### src/rtl/sfnm_pkg.sv
// Shared constants, types and the legal-character check for the 8.3
// short-name former and matcher. No dependencies.
package sfnm_pkg;

  // Name layout
  localparam int          NAME_BYTES = 11;
  localparam logic [3:0]  BASE_CHARS = 4'd8;
  localparam logic [3:0]  EXT_LEN    = 4'd3;
  localparam logic [3:0]  EXT_START  = 4'd8;

  // Counter limits
  localparam logic [3:0]  CHAR_MAX   = 4'd12;
  localparam logic [3:0]  CHAR_SAT   = 4'd13;

  // Character codes
  localparam logic [7:0]  CH_NUL      = 8'h00;
  localparam logic [7:0]  CH_SPACE    = 8'h20;
  localparam logic [7:0]  CH_DOT      = 8'h2E;
  localparam logic [7:0]  CH_LOWER_A  = 8'h61;
  localparam logic [7:0]  CH_LOWER_Z  = 8'h7A;
  localparam logic [7:0]  CASE_OFFSET = 8'h20;
  localparam logic [7:0]  DEL_MARK    = 8'hE5;
  localparam logic [7:0]  DEL_SUBST   = 8'h05;

  // Formed name handed from the former to the top level
  typedef struct packed {
    logic        valid;
    logic [63:0] base;
    logic [23:0] ext;
  } sfnm_result_t;

  // Legal short-name character, applied after upper-casing
  function automatic logic legal_char(input logic [7:0] c);
    logic ok;
    begin
      case (c) inside
        [8'h41:8'h5A], [8'h30:8'h39],
        8'h20, 8'h24, 8'h25, 8'h27, 8'h2D, 8'h5F, 8'h40, 8'h7E,
        8'h60, 8'h21, 8'h28, 8'h29, 8'h7B, 8'h7D, 8'h5E, 8'h23,
        8'h26: ok = 1'b1;
        default: ok = 1'b0;
      endcase
      legal_char = ok;
    end
  endfunction

endpackage

### src/rtl/sfnm_former.sv
// Name state and 8.3 forming: takes one byte per step and, on the last
// step, presents the formed name and its validity. Uses sfnm_pkg.
module sfnm_former (
  input  logic                  clk,
  input  logic                  rst_n,
  input  logic                  step,
  input  logic [7:0]            name_byte,
  input  logic                  last_byte,
  output sfnm_pkg::sfnm_result_t result
);

  logic [3:0] char_count_r, char_count_nxt;
  logic [3:0] base_count_r, base_count_nxt;
  logic [3:0] ext_count_r, ext_count_nxt;
  logic       dot_seen_r, dot_seen_nxt;
  logic       name_bad_r, name_bad_nxt;
  logic       ended_r, ended_nxt;
  logic [7:0] formed_r   [sfnm_pkg::NAME_BYTES];
  logic [7:0] formed_nxt [sfnm_pkg::NAME_BYTES];
  logic [7:0] ch;
  logic       valid_c;
  logic [7:0] byte0;

  // Per-byte update of the name state
  always_comb begin
    char_count_nxt = char_count_r;
    base_count_nxt = base_count_r;
    ext_count_nxt  = ext_count_r;
    dot_seen_nxt   = dot_seen_r;
    name_bad_nxt   = name_bad_r;
    ended_nxt      = ended_r;
    formed_nxt     = formed_r;
    // ASCII upper-casing
    if (name_byte >= sfnm_pkg::CH_LOWER_A && name_byte <= sfnm_pkg::CH_LOWER_Z) begin
      ch = name_byte - sfnm_pkg::CASE_OFFSET;
    end else begin
      ch = name_byte;
    end
    if (!ended_r) begin
      if (name_byte == sfnm_pkg::CH_NUL) begin
        ended_nxt = 1'b1;
      end else begin
        if (char_count_r < sfnm_pkg::CHAR_SAT) begin
          char_count_nxt = char_count_r + 4'd1;
        end
        if (name_byte == sfnm_pkg::CH_DOT) begin
          // second dot spoils the name
          if (dot_seen_r) begin
            name_bad_nxt = 1'b1;
          end else begin
            dot_seen_nxt = 1'b1;
          end
        end else begin
          if (!sfnm_pkg::legal_char(ch)) begin
            name_bad_nxt = 1'b1;
          end
          if (!dot_seen_r) begin
            if (base_count_r < sfnm_pkg::BASE_CHARS) begin
              formed_nxt[{1'b0, base_count_r[2:0]}] = ch;
            end
            if (base_count_r < sfnm_pkg::BASE_CHARS + 4'd1) begin
              base_count_nxt = base_count_r + 4'd1;
            end
          end else begin
            if (ext_count_r < sfnm_pkg::EXT_LEN) begin
              formed_nxt[sfnm_pkg::EXT_START + {2'b00, ext_count_r[1:0]}] = ch;
            end
            if (ext_count_r < sfnm_pkg::EXT_LEN + 4'd1) begin
              ext_count_nxt = ext_count_r + 4'd1;
            end
          end
        end
      end
    end
  end

  // Validity and packing of the formed name
  always_comb begin
    valid_c = !name_bad_nxt &&
              char_count_nxt >= 4'd1 && char_count_nxt <= sfnm_pkg::CHAR_MAX &&
              base_count_nxt >= 4'd1 && base_count_nxt <= sfnm_pkg::BASE_CHARS &&
              ext_count_nxt <= sfnm_pkg::EXT_LEN;
    // deleted-entry marker is stored as its substitute
    byte0 = (formed_nxt[0] == sfnm_pkg::DEL_MARK) ? sfnm_pkg::DEL_SUBST : formed_nxt[0];
    result.valid = valid_c;
    result.base  = '0;
    result.ext   = '0;
    if (valid_c) begin
      result.base[7:0] = byte0;
      for (int i = 1; i < 8; i++) begin
        result.base[8*i +: 8] = formed_nxt[i];
      end
      for (int j = 0; j < 3; j++) begin
        result.ext[8*j +: 8] = formed_nxt[8 + j];
      end
    end
  end

  // State registers; a last step returns everything to reset values
  always_ff @(posedge clk) begin
    if (!rst_n || (step && last_byte)) begin
      char_count_r <= '0;
      base_count_r <= '0;
      ext_count_r  <= '0;
      dot_seen_r   <= 1'b0;
      name_bad_r   <= 1'b0;
      ended_r      <= 1'b0;
      for (int k = 0; k < sfnm_pkg::NAME_BYTES; k++) begin
        formed_r[k] <= sfnm_pkg::CH_SPACE;
      end
    end else if (step) begin
      char_count_r <= char_count_nxt;
      base_count_r <= base_count_nxt;
      ext_count_r  <= ext_count_nxt;
      dot_seen_r   <= dot_seen_nxt;
      name_bad_r   <= name_bad_nxt;
      ended_r      <= ended_nxt;
      formed_r     <= formed_nxt;
    end
  end

endmodule

### src/rtl/short_name_format_and_match.sv
// The result is registered: a name's last byte passes the input register, then the
// result register, which presents the formed name and the match flags.
// Throughput: one name byte per cycle; only a last byte waits, while
// an untaken result holds the result register. Synchronous active-low reset
// clears all control state and the name state (formed name back to all spaces).
// Top level of the 8.3 short-name former and matcher; uses sfnm_pkg and sfnm_former.
module short_name_format_and_match (
  input  logic        clk,
  input  logic        rst_n,
  input  logic        in_valid,
  output logic        in_stall,
  input  logic [7:0]  in_name_byte,
  input  logic        in_last_byte,
  input  logic [63:0] in_disk_base,
  input  logic [23:0] in_disk_ext,
  output logic        out_valid,
  input  logic        out_stall,
  output logic        out_name_valid,
  output logic        out_name_matches,
  output logic [63:0] out_short_base,
  output logic [23:0] out_short_ext
);

  logic        s1_valid_r;
  logic [7:0]  s1_byte_r;
  logic        s1_last_r;
  logic [63:0] s1_base_r;
  logic [23:0] s1_ext_r;
  logic        s1_adv;
  logic        step;
  logic        in_take;
  logic        out_load;
  logic        out_valid_r;
  logic        out_name_valid_r;
  logic        out_name_matches_r;
  logic [63:0] out_short_base_r;
  logic [23:0] out_short_ext_r;
  sfnm_pkg::sfnm_result_t res;

  // Flow control: only a last byte needs room in the result register
  assign s1_adv   = !s1_valid_r || !s1_last_r || !out_valid_r || !out_stall;
  assign step     = s1_valid_r && s1_adv;
  assign in_stall = s1_valid_r && !s1_adv;
  assign in_take  = in_valid && !in_stall;
  assign out_load = step && s1_last_r;

  // Input register
  always_ff @(posedge clk) begin
    if (!rst_n) begin
      s1_valid_r <= 1'b0;
    end else if (in_take) begin
      s1_valid_r <= 1'b1;
    end else if (step) begin
      s1_valid_r <= 1'b0;
    end
  end

  always_ff @(posedge clk) begin
    if (in_take) begin
      s1_byte_r <= in_name_byte;
      s1_last_r <= in_last_byte;
      s1_base_r <= in_disk_base;
      s1_ext_r  <= in_disk_ext;
    end
  end

  sfnm_former u_former (
    .clk       (clk),
    .rst_n     (rst_n),
    .step      (step),
    .name_byte (s1_byte_r),
    .last_byte (s1_last_r),
    .result    (res)
  );

  // Result register
  always_ff @(posedge clk) begin
    if (!rst_n) begin
      out_valid_r <= 1'b0;
    end else if (out_load) begin
      out_valid_r <= 1'b1;
    end else if (!out_stall) begin
      out_valid_r <= 1'b0;
    end
  end

  always_ff @(posedge clk) begin
    if (out_load) begin
      out_name_valid_r   <= res.valid;
      out_name_matches_r <= res.valid && (res.base == s1_base_r) && (res.ext == s1_ext_r);
      out_short_base_r   <= res.base;
      out_short_ext_r    <= res.ext;
    end
  end

  assign out_valid        = out_valid_r;
  assign out_name_valid   = out_name_valid_r;
  assign out_name_matches = out_name_matches_r;
  assign out_short_base   = out_short_base_r;
  assign out_short_ext    = out_short_ext_r;

endmodule

### config.mk
export PLATFORM = sky130hd
export DESIGN_NAME = short_name_format_and_match
export DESIGN_NICKNAME = d
export VERILOG_FILES = /design/src/rtl/sfnm_pkg.sv /design/src/rtl/sfnm_former.sv /design/src/rtl/short_name_format_and_match.sv
export SDC_FILE = /design/constraint.sdc
export NUM_CORES = 1
export LEC_CHECK = 0
export BUFFER_PORTS_ARGS = -buffer_cell sky130_fd_sc_hd__buf_4
export CORE_ASPECT_RATIO = 2
export CORE_MARGIN = 4
export CORE_UTILIZATION = 50
export DETAILED_ROUTE_END_ITERATION = 16
export HOLD_SLACK_MARGIN = 0.1
export PLACE_DENSITY = 0.68
export SETUP_SLACK_MARGIN = 0.1
export SLEW_MARGIN = 20
export SYNTH_ARGS = -nofsm -noshare
export SYNTH_HDL_FRONTEND = slang
export SYNTH_SLANG_ARGS = --single-unit
### constraint.sdc
create_clock -name clk -period 4.9 [get_ports clk]
set_input_delay 0.245 -clock clk [delete_from_list [all_inputs] [get_ports clk]]
set_output_delay 0.245 -clock clk [all_outputs]
set_load 0.02 [all_outputs]
==> impl_metrics.env <==
export IMPL_finalCritPeriodShare=0.953
export IMPL_synth_area_leader_cell="edfxtp_1"
export IMPL_maxSlewViolCount=0
export IMPL_seqPwrFrac=0.488
export IMPL_grt_max_degree=66
export IMPL_rr_worst_depth=13
export IMPL_fin_hold_ws_ns=0.391
export IMPL_netlist_top_cells_area="edfxtp_1, dfxtp_1, mux2i_1"
export IMPL_ys_seq_area_frac=0.570
export IMPL_syn_inst=1234
export IMPL_p_int_mw=4.27
export IMPL_first_global_vias=11359
export IMPL_r2r_start="s1_byte_r[0]$_DFFE_PP_"
export IMPL_path_clk_slew_ns=0.07
export IMPL_core_area_mm2=0.0268
export IMPL_layout_nets=1656
export IMPL_synth_edf_count=187
export IMPL_drive_gt1_frac=0.222
export IMPL_synth_most_common_cell="edfxtp_1"
export IMPL_synth_distinct_cells=88
export IMPL_whs_path_depth=2
export IMPL_antenna_left=0
export IMPL_clk_latency_ns=0.57
export IMPL_crit_fanout=17
export IMPL_status="finished clean"
export IMPL_setup_violations_final=0
export IMPL_fin_skew_ns=0.0196
export IMPL_via_per_inst=6.03
export IMPL_cts_buffers=27
export IMPL_synthToLayoutAreaGrowth_pct=30.0
export IMPL_syn_area_mm2=0.0135
export IMPL_placed_area_mm2=0.0156
export IMPL_synthTopCellsByCount="edfxtp_1, nor2_1, nand2_1"
export IMPL_htreeDepth=1
export IMPL_wl_per_cell_um=24.1
export IMPL_drc=0
export IMPL_syn_nets=1344
export IMPL_root_buffer="clkbuf_16"
export IMPL_r2r_slack_ns=0.23
export IMPL_p_switching_mw=1.41
export IMPL_rsz0062_at_grt="false"
export IMPL_period_minus_slack_ns=4.67
export IMPL_drt_total_wl_um=46100
export IMPL_end_kind="flip-flop"
export IMPL_hp_start="in_disk_ext[23]"
export IMPL_antenna_found_initial=0
export IMPL_ios=193
export IMPL_critical_path_startpoint_type="flip-flop"
export IMPL_dp_hpwl_um=32800
export IMPL_p_clk_frac=0.396
export IMPL_yosysTopAreaCellShare=0.415
export IMPL_overflow=0
export IMPL_cp_data_arrival_time_ns=5.05
export IMPL_switching_share=0.248
export IMPL_path_class="reg -> reg"
export IMPL_cts_sinks=292
export IMPL_grt_pass1_wl_um=67800
export IMPL_p_per_area_mw_per_mm2=323
export IMPL_worstMarginPinSlew_ns=0.973
export IMPL_holdPathEnd="s1_ext_r[23]$_DFFE_PP_"
export IMPL_cts_buffer_depth=3
export IMPL_hp_class="in -> reg"
export IMPL_initial_core_util=0.505
export IMPL_avgSynthCellArea_um2=11.0
export IMPL_dieArea_mm2=0.0299
export IMPL_hold_viol=0
export IMPL_setup_tns_ns=0
export IMPL_fin_area_mm2=0.0176
export IMPL_fp_dieW_um=124
export IMPL_num_fill_cells=2128
export IMPL_synthArstFlopShare=0
export IMPL_maxCapViolations=0
export IMPL_gp_congestion=0.986
export IMPL_yosysWarnings=0
export IMPL_drt_iter0_drc=1119
export IMPL_leakage_nw=6.62
export IMPL_ir_drop_mv=0.287
export IMPL_diodes=0
export IMPL_maxSlewHeadroom=0.346
export IMPL_synth_seq_cells=292
export IMPL_required_ns=5.29
export IMPL_num_vias=11552
export IMPL_grt_usage=0.297
export IMPL_drtPass1Iterations=6
export IMPL_rows=85
export IMPL_numPortBuffers=192
export IMPL_die_y_um=241
export IMPL_max_freq_mhz=214
export IMPL_ys_flop_type="edfxtp_1"
export IMPL_cts_tree="done"
export IMPL_r2r_end="out_name_matches$_DFFE_PP_"
export IMPL_combPwrFrac=0.116
==> per-stage QoR <==
step                 util  std cells  total power, mW  setup slack [ns]
floorplan               -       1234             3.12              1.36
global placement    0.583       1764             3.40             0.538
detailed placement  0.583       1764             3.40             0.329
CTS                 0.656       1915             5.69             0.241
global route        0.656       1915             5.85             0.139
finish              0.656       1915             5.68             0.231
==> worst max-delay path by stage <==
stage                                 startpoint                         end  slack (ns)  cells after the start
final                     s1_byte_r[0]$_DFFE_PP_  out_name_matches$_DFFE_PP_        0.23                     13
after global routing      s1_byte_r[0]$_DFFE_PP_  out_name_matches$_DFFE_PP_        0.14                     12
after CTS                 s1_byte_r[0]$_DFFE_PP_  out_name_matches$_DFFE_PP_        0.24                     12
after detailed placement  s1_byte_r[5]$_DFFE_PP_  out_name_matches$_DFFE_PP_        0.33                     12
after global placement    s1_byte_r[0]$_DFFE_PP_  out_name_matches$_DFFE_PP_        0.54                     12
after floorplan           s1_byte_r[7]$_DFFE_PP_  out_name_matches$_DFFE_PP_        1.36                     12
==> layout make-up <==
| class | instances | area (um^2) | area share |
|---|---|---|---|
| clock inverters | 15 | 196 | 0.0112 |
| clock buffers | 35 | 748 | 0.0425 |
| flip-flops and latches | 292 | 7720 | 0.439 |
| multi-input cells | 840 | 5410 | 0.308 |
| inverters | 24 | 91.3 | 0.00519 |
| repair buffers | 361 | 2990 | 0.170 |
| well taps | 348 | 435 | 0.0248 |
==> power by group through the flow <==
stage / clock (mW) / combinational, mW / sequential [mW]
after floorplan: 0 / 0.298 / 2.83
after global placement: 0 / 0.576 / 2.82
after detailed placement: 0 / 0.581 / 2.82
after CTS: 2.27 / 0.649 / 2.77
after global routing: 2.38 / 0.696 / 2.78
final: 2.25 / 0.658 / 2.77
==> registers in the layout, summed over array words and instances (netlist names), 4 cells and up <==
signal	cells
u_former.formed_r	88
out_short_base	64
s1_base_r	64
out_short_ext	24
s1_ext_r	24
s1_byte_r	8
u_former.base_count_r	4
u_former.char_count_r	4
u_former.ext_count_r	4
==> routing by layer <==
metal  vias to the layer above  global-route usage  part of all wire
met5                         -                   0                 0
met2                       589               0.532              0.51
met1                      5523               0.314              0.34
met3                       209              0.0436             0.059
li1                       5231                   -                 -
met4                         0               0.224             0.090
==> critical path, stage by stage (launching register included) <==
cell       delay (ns)
edfxtp_1         0.53
nor4_1           0.64
a21oi_1          0.33
buf_4            0.30
nand2_1          0.12
mux2i_1          0.59
o22ai_1          0.18
a211o_1          0.32
nor4_1           0.52
buf_4            0.22
o2111a_1         0.17
o2111ai_1        0.10
buf_4            0.19
nor4_2           0.26
==> cell families (layout without fill, tap and decap cells) <==
| family | Yosys count | count (layout) | share of synthesized area |
|---|---|---|---|
| muxes | 93 | 93 | 0.0702 |
| DFF | 292 | 292 | 0.570 |
| xor gates and xnor gates | 31 | 31 | 0.0206 |
| and+or+nand+nor | 450 | 450 | 0.164 |
| adders and majority gates | 9 | 9 | 0.00832 |
| AOI/OAI and AO/OA | 257 | 257 | 0.133 |
| buffers and inverters | 102 | 435 | 0.0331 |
==> repair_timing <==
item	4_1_cts	5_1_grt
hold endpoints to repair	100	0
setup buffers	0	0
gates resized for setup	0	1
hold buffers	101	0
endpoints found under the setup margin	0	1
==> cells in the final DEF (no fill, tap or decap), types with 7 or more instances in the layout <==
master / count
dfxtp_1: 105
a211oi_1: 34
buf_4: 258
xnor2_1: 13
xor2_1: 16
dlygate4sd3_1: 101
ha_1: 9
mux2_2: 12
a21oi_1: 70
nor4_1: 16
nand3_1: 17
nor4b_1: 9
mux2i_1: 80
nand4_1: 13
clkbuf_16: 28
nand3b_1: 7
nor2_1: 173
edfxtp_1: 187
o22ai_1: 10
o41ai_1: 15
nand2_1: 116
and2_1: 11
o21ai_0: 30
inv_1: 22
o211ai_1: 14
a31oi_1: 11
and4_1: 11
nor3_1: 14
nor2b_1: 8
Note: power is estimated with default switching activity, not from simulation.
